--- src/rtl/core/tiled_window_vertical_scroll_macros.svh ---
// Assertion macros for the tiled window vertical scroll block.
// Used by the top level; expects clk and arst_n in scope.
`ifndef TILED_WINDOW_VERTICAL_SCROLL_MACROS_SVH
`define TILED_WINDOW_VERTICAL_SCROLL_MACROS_SVH

// same-cycle implication, checked out of reset
`define TWVS_HOLDS(name, pre, post, msg) \
	name: assert property (@(posedge clk) disable iff (!arst_n) (pre) |-> (post)) \
		else $error(msg);

// next-cycle implication, checked out of reset
`define TWVS_LEADS(name, pre, post, msg) \
	name: assert property (@(posedge clk) disable iff (!arst_n) (pre) |=> (post)) \
		else $error(msg);

`endif

--- src/rtl/core/twvs_pkg.sv ---
// Shared types, constants and window size function for the tiled window scroll block.
// No dependencies.
package twvs_pkg;

	localparam int MAX_WORDS = 4096;
	localparam int WORDS_PER_TILE = 8;
	localparam int TILE_LIMIT = 512;
	localparam int TILE_CAP = (MAX_WORDS / WORDS_PER_TILE < TILE_LIMIT) ?
		MAX_WORDS / WORDS_PER_TILE : TILE_LIMIT;
	localparam int WIN_WORDS = TILE_CAP * WORDS_PER_TILE;
	localparam int ADDR_W = $clog2(WIN_WORDS);
	localparam int SIZE_W = $clog2(WIN_WORDS + 1);
	localparam int IDX_W = 12;
	localparam int CMP_W = (SIZE_W > IDX_W) ? SIZE_W : IDX_W;
	localparam int SRC_W = 15;
	localparam int DATA_W = 32;
	localparam int CFG_W = 6;
	localparam int PADDR_W = 3;
	localparam logic [CFG_W-1:0] DIM_CAP = 6'd32;

	localparam logic [1:0] OP_WRITE = 2'd0;
	localparam logic [1:0] OP_READ = 2'd1;
	localparam logic [1:0] OP_SCROLL = 2'd2;

	localparam logic [1:0] DIR_DOWN = 2'd0;
	localparam logic [1:0] DIR_UP = 2'd1;

	localparam logic REG_WIDTH = 1'b0;
	localparam logic REG_HEIGHT = 1'b1;

	typedef struct packed {
		logic [1:0] op;
		logic [IDX_W-1:0] word_index;
		logic [DATA_W-1:0] write_data;
		logic [1:0] direction;
		logic [7:0] distance;
		logic [7:0] fill_byte;
	} req_t;

	typedef struct packed {
		logic [DATA_W-1:0] read_data;
		logic status;
	} rsp_t;

	typedef struct packed {
		logic [CFG_W-1:0] width_cl;
		logic [SIZE_W-1:0] window_words;
	} cfg_t;

	typedef struct packed {
		logic [ADDR_W-1:0] idx;
		logic [7:0] rows;
		logic [CFG_W-1:0] width_cl;
		logic [SIZE_W-1:0] size;
		logic up;
	} scan_t;

	typedef struct packed {
		logic [ADDR_W-1:0] rd_addr;
		logic [ADDR_W-1:0] wr_addr;
		logic in_range;
	} scan_addr_t;

	typedef enum logic [3:0] {
		ST_IDLE = 4'b0001,
		ST_READ = 4'b0010,
		ST_SCROLL = 4'b0100,
		ST_DRAIN = 4'b1000
	} state_t;

	function automatic logic [CFG_W-1:0] clamp_dim(input logic [CFG_W-1:0] v);
		return (v > DIM_CAP) ? DIM_CAP : v;
	endfunction

	function automatic logic [SIZE_W-1:0] calc_window_words(input logic [CFG_W-1:0] w,
			input logic [CFG_W-1:0] h);
		logic [2*CFG_W-1:0] tiles;
		tiles = clamp_dim(w) * clamp_dim(h);
		if (tiles > (2*CFG_W)'(TILE_CAP)) begin
			tiles = (2*CFG_W)'(TILE_CAP);
		end
		return SIZE_W'({tiles, 3'b000});
	endfunction

endpackage

--- src/rtl/core/twvs_agen.sv ---
// Scroll address generator: source and destination word for one scan step.
// Depends on twvs_pkg.
module twvs_agen (
	input  twvs_pkg::scan_t      scan,
	output twvs_pkg::scan_addr_t addr
);

	import twvs_pkg::*;

	logic [8:0]       d;
	logic [11:0]      off;
	logic [SRC_W-1:0] base;
	logic [SRC_W-1:0] src;
	logic [SRC_W-1:0] last;

	always_comb begin
		d = 9'(scan.rows) + 9'(scan.idx[2:0]);
		off = scan.width_cl * d[8:3];
		base = SRC_W'(scan.idx) & ~SRC_W'(3'd7);
		src = base + SRC_W'({off, 3'b000}) + SRC_W'(d[2:0]);
		last = SRC_W'(scan.size) - SRC_W'(1);
		addr.in_range = src < SRC_W'(scan.size);
		addr.rd_addr = scan.up ? ADDR_W'(last - src) : ADDR_W'(src);
		addr.wr_addr = scan.up ? ADDR_W'(last - SRC_W'(scan.idx)) : scan.idx;
	end

endmodule

--- config.mk ---
export PLATFORM = sky130hd
export DESIGN_NAME = twvs_agen
export DESIGN_NICKNAME = d
export VERILOG_FILES = /design/src/rtl/core/tiled_window_vertical_scroll_macros.svh /design/src/rtl/core/twvs_pkg.sv /design/src/rtl/core/twvs_agen.sv
export SDC_FILE = /design/constraint.sdc
export NUM_CORES = 1
export LEC_CHECK = 0
export ABC_AREA = 1
export ABC_CLOCK_PERIOD_IN_PS = 8050
export BUFFER_PORTS_ARGS = -buffer_cell sky130_fd_sc_hd__clkbuf_2
export CAP_MARGIN = 0
export CELL_PAD_IN_SITES_DETAIL_PLACEMENT = 0
export CELL_PAD_IN_SITES_GLOBAL_PLACEMENT = 2
export CORE_MARGIN = 2
export CORE_UTILIZATION = 28
export DETAILED_ROUTE_END_ITERATION = 8
export PLACE_DENSITY = 0.83
export SLEW_MARGIN = 20
export SYNTH_ARGS = -nofsm -noshare
export SYNTH_HDL_FRONTEND = slang
export SYNTH_SLANG_ARGS = --single-unit
--- constraint.sdc ---
create_clock -name vclk -period 8.05
set_clock_uncertainty 0.05 [all_clocks]
set_input_delay 1.61 -clock vclk [all_inputs]
set_output_delay 1.61 -clock vclk [all_outputs]
set_load 0.02 [all_outputs]
After elaboration in Yosys (flattened, before gate mapping)
Cells that the tools add are included.

Output and inout bits: 25. Word-level logic and storage cells: 10. Bits in registers: 0.

Mux-type cells: 2. Order comparisons: 1. $add $sub $neg: 6. Multipliers: 1.

Operators by type and width (count): 12-bit 2-to-1 mux (2); 12-bit subtractor (2); 12-bit by 15-bit adder with 15-bit output (1); 15-bit by 3-bit adder with 15-bit output (1); 15-bit by 13-bit < comparator with 1-bit output (1); 6-bit by 6-bit multiplier with 12-bit output (1); 12-bit by 1-bit subtractor with 12-bit output (second input constant) (1); 8-bit by 3-bit adder with 9-bit output (1).

Logic depth before layout (Yosys ltp)
Gate-level depths: netlist (run 1).

Depth in word-level cells: 6. Mapped depth: 37.

Least setup slack after synthesis (run 1)
Ideal clock, no wire load.

Path kind: input-to-output. Start point: input scan[20] in the netlist's numbering. End point: output addr[24] in the netlist's numbering. Data required time: 6.390 ns. Cell stages on the path: 34. Setup slack: -0.535 ns. Arrival time: 6.925 ns. Cells stage by stage: ha_1 -> fa_1 -> nand2_1 -> a21oi_1 -> inv_1 -> nor2_1 -> inv_1 -> nor3_2 -> inv_1 -> nand2_1 -> inv_1 -> nand2_1 -> fa_1 -> fa_1 -> fa_1 -> inv_1 -> ha_1 -> nand3_1 -> nand3_1 -> xor2_1 -> ha_1 -> nand2_1 -> nand2_1 -> o21bai_2 -> xor2_2 -> inv_1 -> ha_1 -> a21oi_1 -> o21a_1 -> nand3_1 -> nand2b_1 -> nand3_1 -> nand2_1 -> nand2_1.

RTL lines: start, declared (line twvs_agen.sv:4) `input twvs_pkg::scan_t scan,`; end, declared (line twvs_agen.sv:5) `output twvs_pkg::scan_addr_t addr`.

==> results.txt, run 1 <==
- Among all stages on the critical path, the largest delay is contributed by sky130_fd_sc_hd__fa_1.
- The final layout contains routed wiring with a total length of 11500 um.
* Final Cell Area: ~5400 um2
- Main combinational cell family by area after synthesis: adder cells
- Of the post-synthesis cell area, the dominant cell type holds 0.2316.
- Measured against the total synthesized area, the mux share comes to 0.
- Sorting the synthesized cells by area gives the leading types as sky130_fd_sc_hd__ha_1 23%, sky130_fd_sc_hd__nand2_1 16%, sky130_fd_sc_hd__fa_1 11%.
- Fill cell total of the finished layout: 1371
- The critical path is of the primary input to primary output type.
* Layout cells sized above 1: 0.3400
- The compound-cell area share of the yosys netlist came to 0.1322.
* Signed area change from the synthesized netlist to the final layout: 47.68%
- DPL Wire Length: roughly 10000 um
- Synthesized netlist cell count: slightly above 600
- For this run, the total global-route usage over all layers was measured as 0.1695.
* Class of the worst hold path: primary input to primary output
- Violations in the final reports: negative setup slack
- Sequential cells placed in the final layout were counted as 0.
- Of the total synthesized cell area, the portion taken by AND, OR, NAND and NOR gates is 0.3399.
- For this run, the number of Yosys warnings is 0.
- STA puts the critical path data required time at ~6.4 ns.
* Standard cell core area: about 13000 um2
- Buffers inserted to repair hold after CTS numbered 0.
- Measured against its own limit, the worst slew margin works out to 0.4924.
* Critical path's largest stage delay: approximately 0.56 ns
* Highest attainable clock frequency: about 110 MHz
- The net count of the finished layout is 881.
* Min-Delay Path Depth: 4
* Count of clock-net buffers in the final layout: 0
- The die covers around 14000 um2.
- The total count of max-transition violations in the final report was 0.
- STA classifies the critical path startpoint as a primary input.
* # port buffers: 65
* Largest net degree at the start of global routing: 26
- Dividing total power by cell area gives a power density of 365.4 nW/um2.
- The synthesized design spends more area on one cell type than any other, namely sky130_fd_sc_hd__ha_1.
- Post-synthesis instance area: roughly 3700 um2
* Antenna violations before repair: 0
* Post-Synth XOR/XNOR Area: 0.06403
* DR DRC count: 0
- The flow ran to the end, but the final reports show violations.
- Synthesis produced a netlist with a net count of 737.
- STA puts the critical path data arrival time at 7.15 ns.
- The worst hold path terminates at addr[12].
* Total placed cells including tap cells: 912
- From left edge to right edge, the die measures 118.5 um.
* Remaining antenna violation count after routing: 0
- For this run, the number of standard cells in the final layout without fillers is around 900.
- PnR worst setup slack: -0.7551 ns
- The number of antenna diodes in the final layout is 0.
- Post-Synthesis Mean Instance Area: between 6 and 7 um2
* RSZ-0062 raised after global routing: yes
- Measured on the finished design, the core utilization comes to 0.4264.
* Final weighted congestion in routability-driven placement: a little under 0.9
- Post-detailed-route via-to-cell ratio: 4.579
- Post-detailed-placement cell area: ~4900 um2
* Vertical extent of the die: around 120 um
- Tightest Pin Transition: between 0.7 and 0.8 ns
* Overall overflow remaining after global route: 0
- Among the stages of the critical path, the cell type that occurs most often is sky130_fd_sc_hd__nand2_2.
* Synth Area in Adders: 0.3460
* Leak Pwr: between 0.002 and 0.003 uW
- In the final routed layout, each cell accounts on average for 12.48 um.
* Worst slack, placed: -1.114 ns
- between 60 and 70 I/O pins were placed.
- Critical path capture point type: primary output
- For this run, the register share of the synthesized area comes to 0.
- For this configuration, the core starts out at a cell density of 0.2887.
* Vias in the first global route: approximately 4.4k
- Beginning of the worst hold path: scan[39]
- Distinct cell type count after synthesis: 36
* Biggest fanout along the worst timing path: 3
- Across all layers, the routed design uses between 4k and 5k vias.
- Of the available clock period, the critical path in the final layout requires 1.094.
* FP Rows: 41
- The worst-case IR drop observed on VDD is around 150 uV.
- For the finished layout, the period the worst path requires is ~8.8 ns.
* Final Setup Violations: 5
- The first detailed-routing pass ran for 4 iterations.
- Power comes to about 2000 uW.
* Global-route wire length before repair: between 20000 and 25000 um
- The number of endpoints with negative hold slack in the final report came to 0.
* Number of DRC markers in iteration 0: between 100 and 150
- Max cap viols: 0
- Across the whole layout, storage elements account for 0 um2.
## where the power goes
| part | internal [uW] | total, uW | switching (uW) | leakage [uW] |
|---|---|---|---|---|
| registers | 0 | 0 | 0 | 0 |
| logic | 995 | 1980 | 987 | 0.00290 |
| clock network | 0 | 0 | 0 | 0 |
| total | 995 | 1980 | 987 | 0.00290 |
## cells by family after synthesis
logic type               Yosys count
adder cells (fa/ha/maj)           89
AO/OA/AOI/OAI                     85
buffers and inverters            115
AND/OR/NAND/NOR                  293
XOR/XNOR                          26
## critical path, delay by kind of cell
family | cells | cell delay, ns
AO/OA/AOI/OAI | 6 | 0.73
buffers and inverters | 9 | 0.77
adder cells (fa/ha/maj) | 8 | 2.90
XOR/XNOR | 1 | 0.15
AND/OR/NAND/NOR | 12 | 0.95
## layer usage
layer  global-route usage  vias to the layer above  share of wire
li1                     -                     2237              -
met1               0.2052                     1919           0.43
met2               0.3348                       52           0.53
met3             0.005792                       14          0.019
met4              0.02307                        0          0.016
met5                    0                        -              0
## layout make-up
type	count	area (um2)	share of cell area
multi-input combinational	493	3736	0.6887
timing repair buffer	147	1059	0.1951
inverter	110	415.4	0.07657
tap	172	215.2	0.03967
## how the worst max path moves through the flow
stage | from | to | slack, ns | cells after the start
finish | scan[28] | addr[0] | -0.76 | 36
global route | scan[28] | addr[0] | -1.17 | 36
CTS | scan[28] | addr[0] | -0.82 | 35
detailed placement | scan[28] | addr[0] | -1.11 | 36
global placement | scan[21] | addr[0] | -1.05 | 33
floorplan | scan[20] | addr[24] | -0.22 | 35
## timing repair
item	CTS	global route
buffers inserted	10	3
resized for setup	57	43
endpoints found under the setup margin	6	6
pin swaps	46	39
## cells in the final DEF (no fill, tap or decap), drive strengths merged
master	count
a211o	2
a21boi	1
a21oi	37
a31oi	1
buf	86
clkbuf	61
fa	21
ha	68
inv	110
nand2	163
nand2b	2
nand3	39
nand3b	4
nand4	8
nor2	65
nor3	6
o2111ai	1
o211ai	1
o21a	6
o21ai	29
o21bai	3
o22ai	4
or2	6
xnor2	7
xor2	19
## per-stage QoR
stage,TNS [ns],hold WS (ns)
finish,-2.706,3.543
detailed placement,-4.074,3.548
CTS,-2.827,3.547
global placement,-3.576,3.539
floorplan,-0.4274,3.338
global route,-4.338,3.568
## synth_stat cells (all sizes together)
cell and n:
nand2 163, inv 110, ha 68, nor2 65, nand3 39, a21oi 37
o21ai 29, fa 21, xor2 19, nand4 8, xnor2 7, nor3 6
o21a 6, or2 6, clkbuf 4, nand3b 4, o22ai 4, o21bai 3
a211o 2, nand2b 2, a21boi 1, a31oi 1, buf 1, o2111ai 1
o211ai 1
(Power assumes the default switching activity.)
==> inputs of run 2 (changes only) <==
--- a/config.mk
+++ b/config.mk
@@ -6,15 +6,15 @@
 export NUM_CORES = 1
 export LEC_CHECK = 0
 export ABC_AREA = 1
-export ABC_CLOCK_PERIOD_IN_PS = 8050
+export ABC_CLOCK_PERIOD_IN_PS = 10010
 export BUFFER_PORTS_ARGS = -buffer_cell sky130_fd_sc_hd__clkbuf_2
 export CAP_MARGIN = 0
 export CELL_PAD_IN_SITES_DETAIL_PLACEMENT = 0
 export CELL_PAD_IN_SITES_GLOBAL_PLACEMENT = 2
 export CORE_MARGIN = 2
-export CORE_UTILIZATION = 28
+export CORE_UTILIZATION = 31
 export DETAILED_ROUTE_END_ITERATION = 8
-export PLACE_DENSITY = 0.83
+export PLACE_DENSITY = 0.87
 export SLEW_MARGIN = 20
 export SYNTH_ARGS = -nofsm -noshare
 export SYNTH_HDL_FRONTEND = slang
==> constraint.sdc (replaced) <==
create_clock -name vclk -period 10.01
set_clock_uncertainty 0.05 [all_clocks]
set_input_delay 2.002 -clock vclk [all_inputs]
set_output_delay 2.002 -clock vclk [all_outputs]
set_load 0.02 [all_outputs]
==> results.txt, run 2 (synthesized netlist as in run 1, its figures left out) <==
- The total count of max-transition violations in the final report is 0 (unchanged).
- Sequential cell count: 0 (unchanged)
* PnR worst setup slack: 0.2919 ns (was -0.7551 ns)
- Worst slack, placed: -0.1422 ns (was -1.114 ns)
* Final Setup Violations: 0 (was 5)
* CP Launch Type: primary input (unchanged)
* Sw power: 659.1 uW (was 987.2 uW)
- Dividing the final minimum period by the clock period gives 0.9708.
- FP Rows: 39 (was 41)
- The fraction of final layout cells with drive strength greater than 1 is 0.2162 (was 0.3400).
- Required time of the worst setup path: 7.96 ns (was 6.39 ns)
* Switching part of the total power: 0.5782 (was 0.4979)
- Final weighted congestion in routability-driven placement: 0.8622 (was 0.8802)
- Slowest CP cell: sky130_fd_sc_hd__fa_1 (unchanged)
- Post-route minimum period: ~10 ns
- Number of ports placed on the die boundary: 65 (unchanged)
- Post-layout nets: 811 (was 881)
- Vias in the first global route: 3888 (was 4414)
* Highest attainable clock frequency: about 100 MHz
- The total length of routed wires is 10890 um (was 11500 um).
- Diode count: 0 (unchanged)
* Part of the power in combinational logic: 1.000 (about the same)
- First drt pass iteration count: 6 (was 4)
* Antenna violations before repair: 0 (unchanged)
- Worst-case hold slack: 4.317 ns (was 3.543 ns)
* Global-route wire length before repair: 17600 um (was 20060 um)
- The quantity of I/O buffers inserted on ports was 65 (unchanged).
- The number of buffers inserted by hold repair at cts came to 0 (unchanged).
- The initial DRC count is 146 (was 125).
- The internal power contribution was 480.8 uW (was 995.4 uW).
* Leading cell types in the layout, fill and taps excluded: 148 x sky130_fd_sc_hd__nand2_1, 101 x sky130_fd_sc_hd__inv_1, 61 x sky130_fd_sc_hd__clkbuf_2 (was 135 x sky130_fd_sc_hd__nand2_1, 97 x sky130_fd_sc_hd__inv_1, 72 x sky130_fd_sc_hd__buf_4)
- The power density over cell area is 252.3 nW/um2 (was 365.4 nW/um2).
- The pin count of the biggest net entering global routing came to 26 (unchanged).
* Critical path class: primary input to primary output (unchanged)
- Overall overflow remaining after global route: 0 (unchanged)
- Critical path's largest stage delay: 0.57 ns (was 0.56 ns)
* Register share of total power: 0 (about the same)
- Fill cell total of the finished layout: 1241 (was 1371)
* Remaining antenna violation count after routing: 0 (unchanged)
- The number of endpoints with negative hold slack in the final report came to 0 (unchanged).
- The placeable core region was 11520 um2 (was 12720 um2).
* Post-detailed-route via-to-cell ratio: 4.896 (was 4.579)
- Part of the power in the clock network: 0 (about the same)
- Count of clock-net buffers in the final layout: 0 (unchanged)
- Vias: 4029 (was 4222)
- Vertical extent of the die: 112.9 um (was 118.5 um)
* Register cell area after layout: 0 um2 (unchanged)
* Routed wire length per instance: 13.23 um (was 12.48 um)
- The overall track demand over capacity in global routing came to 0.1640 (was 0.1695).
- The peak supply drop was 126.8 uV (was 147.6 uV).
* Signed area change from the synthesized netlist to the final layout: 22.99% (was 47.68%)
* Run status: complete, but fails checks (unchanged)
* DPL Wire Length: 9437 um (was 10110 um)
- Class of the worst hold path: primary input to primary output (unchanged)
- Critical path capture point type: primary output (unchanged)
- The leakage power figure came to 0.002494 uW (was 0.002899 uW).
- The worst slew margin relative to its limit came to 0.5023 (was 0.4924).
- Die area: 12740 um2 (was 14050 um2)
- DR DRC count: 4 (was 0)
- The final cell utilization of the core was 0.3923 (was 0.4264).
* Tightest Pin Transition: 0.7457 ns (was 0.7606 ns)
- The largest fanout on the critical path was 5 (was 3).
- The arrival time reported for the critical path endpoint came to 7.67 ns (was 7.15 ns).
* Commonest non-fill, non-tap cell in the layout: sky130_fd_sc_hd__nand2_1 (unchanged)
* Violations in the final reports: design-rule violations (was negative setup slack)
* Most repeated library cell on the critical path: sky130_fd_sc_hd__inv_2 (was sky130_fd_sc_hd__nand2_2)
- The horizontal die dimension is 112.9 um (was 118.5 um).
* Max cap viols: 0 (unchanged)
- The starting density of the core came to 0.3190 (was 0.2887).
run 2: power groups by stage:
stage,Combinational [uW],Sequential [uW],Clock (uW)
2_1_floorplan,722,0,0
3_3_place_gp,931,0,0
3_5_place_dp,933,0,0
4_1_cts,952,0,0
5_1_grt,1270,0,0
6_report,1140,0,0
run 2: per-layer routing:
| layer | up-vias | part of all wire | GRT usage |
|---|---|---|---|
| met5 | - | 0 | 0 |
| met4 | 0 | 0.019 | 0.01951 |
| met3 | 20 | 0.034 | 0.009641 |
| met2 | 80 | 0.48 | 0.3072 |
| met1 | 1833 | 0.47 | 0.2135 |
| li1 | 2096 | - | - |
run 2: worst paths after layout:
path  depth (start not counted)        to  startpoint  slack [ns]
max                          36   addr[0]    scan[28]        0.29
min                           4  addr[12]    scan[39]        4.32
run 2: stage by stage:
step / power [uW] / instances / TNS (ns) / cell area, um2
detailed placement: 933.1 / 812 / -0.1844 / 4165
global placement: 930.6 / 812 / -0.07579 / 4165
finish: 1140 / 823 / 0 / 4518
global route: 1270 / 823 / -0.05689 / 4518
CTS: 951.8 / 814 / 0 / 4188
floorplan: 722.0 / 608 / 0 / 3674
run 2: cell type report:
cell class / instances / area, um2 / area share
inverters: 110 / 412.9 / 0.09139
repair buffers: 77 / 430.4 / 0.09526
well taps: 143 / 178.9 / 0.03960
multi-input cells: 493 / 3496 / 0.7737
run 2: worst max-delay path, delay by kind of cell:
| family | cells | cell delay, ns |
|---|---|---|
| buffers and inverters | 8 | 0.68 |
| xor gates and xnor gates | 1 | 0.14 |
| AOI/OAI and AO/OA | 5 | 0.72 |
| and+or+nand+nor | 14 | 1.13 |
| adders and majority gates | 8 | 2.97 |
run 2: what timing repair did:
action                     in CTS  in global routing
setup buffers                   2                  9
setup endpoints to repair       2                  4
pin swaps                       1                 34
resized for setup               3                 67
==> inputs of run 3 (changes only) <==
--- a/config.mk
+++ b/config.mk
@@ -6,7 +6,7 @@
 export NUM_CORES = 1
 export LEC_CHECK = 0
 export ABC_AREA = 1
-export ABC_CLOCK_PERIOD_IN_PS = 10010
+export ABC_CLOCK_PERIOD_IN_PS = 10500
 export BUFFER_PORTS_ARGS = -buffer_cell sky130_fd_sc_hd__clkbuf_2
 export CAP_MARGIN = 0
 export CELL_PAD_IN_SITES_DETAIL_PLACEMENT = 0
==> constraint.sdc (replaced) <==
create_clock -name vclk -period 10.5
set_clock_uncertainty 0.05 [all_clocks]
set_input_delay 2.1 -clock vclk [all_inputs]
set_output_delay 2.1 -clock vclk [all_outputs]
set_load 0.02 [all_outputs]
==> results.txt, run 3 (synthesized netlist as in run 1, its figures left out) <==
* Run status: complete, but fails checks (unchanged)
- Violations in the final reports: design-rule violations (unchanged).
* Worst slew margin relative to its limit: 0.5108 (was 0.5023)
- The class of the worst hold path is primary input to primary output (unchanged).
* Biggest fanout along the worst timing path: 5 (unchanged)
- Final Setup Violations: 0 (unchanged)
* Tightest Pin Transition: 0.7330 ns (was 0.7457 ns)
- The vias after detailed routing is 3905 (was 4029).
- The number of placement rows is 39 (unchanged).
* Number of DRC markers in iteration 0: 191 (was 146)
- The peak supply drop is 98.27 uV (was 126.8 uV).
* Worst path bufs/invs: 8 (unchanged)
- The startpoint-to-endpoint class of the critical path is primary input to primary output (unchanged).
- Leading cell types in the layout, fill and taps excluded: 156 x sky130_fd_sc_hd__nand2_1, 108 x sky130_fd_sc_hd__inv_1, 65 x sky130_fd_sc_hd__clkbuf_2 (was 148 x sky130_fd_sc_hd__nand2_1, 101 x sky130_fd_sc_hd__inv_1, 61 x sky130_fd_sc_hd__clkbuf_2)
* Total routing resource utilization after global routing: 0.1632 (was 0.1640)
- Starting utilization of the core area: 0.3190 (unchanged)
* Post-detailed-placement cell area: 4165 um2 (unchanged)
* RSZ-0062 raised after global routing: no
* Post-layout nets: 805 (was 811)
* # port buffers: 65 (unchanged)
- Overall overflow remaining after global route: 0 (unchanged)
* DR DRC count: 4 (unchanged)
* Final Cell Area: 4262 um2 (was 4518 um2)
- Remaining antenna violation count after routing: 0 (unchanged)
- The end of the critical path was addr[24] (was addr[0]).
* Required time of the worst setup path: 8.35 ns (was 7.96 ns)
- The leading cell type in the layout, fill and taps excluded was sky130_fd_sc_hd__nand2_1 (unchanged).
* Worst-case hold slack: 4.521 ns (was 4.317 ns)
- The first-pass iteration count of the detailed router was 7 (was 6).
* Diode count: 0 (unchanged)
- The count of pins on the block boundary came to 65 (unchanged).
* Global-route wire length before repair: 17460 um (was 17600 um)
- PwrDens: 225.7 nW/um2 (was 252.3 nW/um2)
- The overall die area was 12740 um2 (unchanged).
- Critical path capture point type: primary output (unchanged)
* Part of the power in the clock network: 0 (about the same)
- The arrival time reported for the critical path endpoint came to 7.84 ns (was 7.67 ns).
- Antenna violations before repair: 0 (unchanged)
* Max cap viols: 0 (unchanged)
- The most prevalent standard cell on the critical path was sky130_fd_sc_hd__nand2_1 (was sky130_fd_sc_hd__inv_2).
- Switching part of the total power: 0.5988 (was 0.5782)
- Count of clock-net buffers in the final layout: 0 (unchanged)
- The routability congestion estimate came to 0.8728 (was 0.8622).
- Die span in x: 112.9 um (unchanged)
* Slowest CP cell: sky130_fd_sc_hd__fa_1 (unchanged)
- Vias in the first global route: 3845 (was 3888)
- Sequential cell count: 0 (unchanged)
* Highest attainable clock frequency: roughly 100 MHz
- Routed wire length per instance: 12.77 um (was 13.23 um)
- The delay of the slowest cell on the worst path is 0.58 ns (was 0.57 ns).
- Layout cells sized above 1: 0.1543 (was 0.2162)
- Fin. Hold Viols: 0 (unchanged)
* Hold-fix buffers, CTS: 0 (unchanged)
- Fin cells: 817 (was 823)
* Family with the most delay on the worst path: adder cells (unchanged)
- Dividing the final minimum period by the clock period gives 0.9517.
* Register share of total power: 0 (about the same)
* Post-route minimum period: about 10 ns
- Largest net degree at the start of global routing: 26 (unchanged)
* Sw power: 575.9 uW (was 659.1 uW)
* Total stage count of the critical path: 37 (was 36)
- Vertical extent of the die: 112.9 um (unchanged)
- The internal power contribution is 385.9 uW (was 480.8 uW).
* Utilization of the core after routing: 0.3701 (was 0.3923)
- CP Launch Type: primary input (unchanged)
- Min-Delay Path Depth: 4 (unchanged)
- The placeable core region is 11520 um2 (unchanged).
* DPL Wire Length: 9393 um (was 9437 um)
* Leak Pwr: 0.002425 uW (was 0.002494 uW)
- Detailed Route WL: 10430 um (was 10890 um)
* Beginning of the critical path: scan[28] (unchanged)
- The total count of max-transition violations in the final report is 0 (unchanged).
- The post-route setup TNS came to 0 ns (unchanged).
- The part of the power in combinational logic came to 1.000 (about the same).
* Post-detailed-route via-to-cell ratio: 4.780 (was 4.896)
- The total placed cells including tap cells is 812 (unchanged).
- Signed area change from the synthesized netlist to the final layout: 16.01% (was 22.99%)
- Register cell area after layout: 0 um2 (unchanged)
run 3: cell count changes in the layout (fill, tap and decap cells not counted), sizes merged:
cell and delta:
buf -10, clkbuf +4
run 3: metrics by stage:
stage	power, uW	setup slack, ns
final	961.8	0.5074
after global routing	1099	0.003302
after CTS	901.0	0.09473
after detailed placement	897.3	0.1087
after global placement	889.5	0.1125
after floorplan	688.3	0.9354
run 3: final cells by class:
| type | instances | area (um2) |
|---|---|---|
| Fill cell | 1312 | 7254 |
| Inverter | 110 | 412.9 |
| Tap cell | 143 | 178.9 |
| Timing Repair Buffer | 71 | 370.4 |
| Multi-Input combinational cell | 493 | 3299 |
run 3: layer usage:
metal  routed length, um  GRT usage
met2                5073     0.3084
met4                 116    0.01707
met5                   0          0
met1                4888     0.2115
met3                 356   0.009106
run 3: power by group through the flow:
stage	clock (uW)	sequential, uW	combinational, uW
global route	0	0	1100
global placement	0	0	890
detailed placement	0	0	897
floorplan	0	0	688
CTS	0	0	901
finish	0	0	962
run 3: repair_timing:
item,CTS,global route
gates resized for setup,0,13
setup endpoints to repair,0,3
setup buffers,0,5
hold endpoints to repair,0,0
run 3: worst min-delay path, stage by stage:
cell                       delay, ns
sky130_fd_sc_hd__clkbuf_2       0.11
sky130_fd_sc_hd__nand2_1        0.07
sky130_fd_sc_hd__nand2_1        0.04
sky130_fd_sc_hd__clkbuf_2       0.15
run 3: how the worst min path moves through the flow:
stage | start | slack [ns] | endpoint
floorplan | scan[39] | 4.32 | addr[12]
global placement | scan[39] | 4.52 | addr[12]
detailed placement | scan[39] | 4.52 | addr[12]
CTS | scan[39] | 4.52 | addr[12]
global route | scan[39] | 4.54 | addr[12]
finish | scan[39] | 4.52 | addr[12]
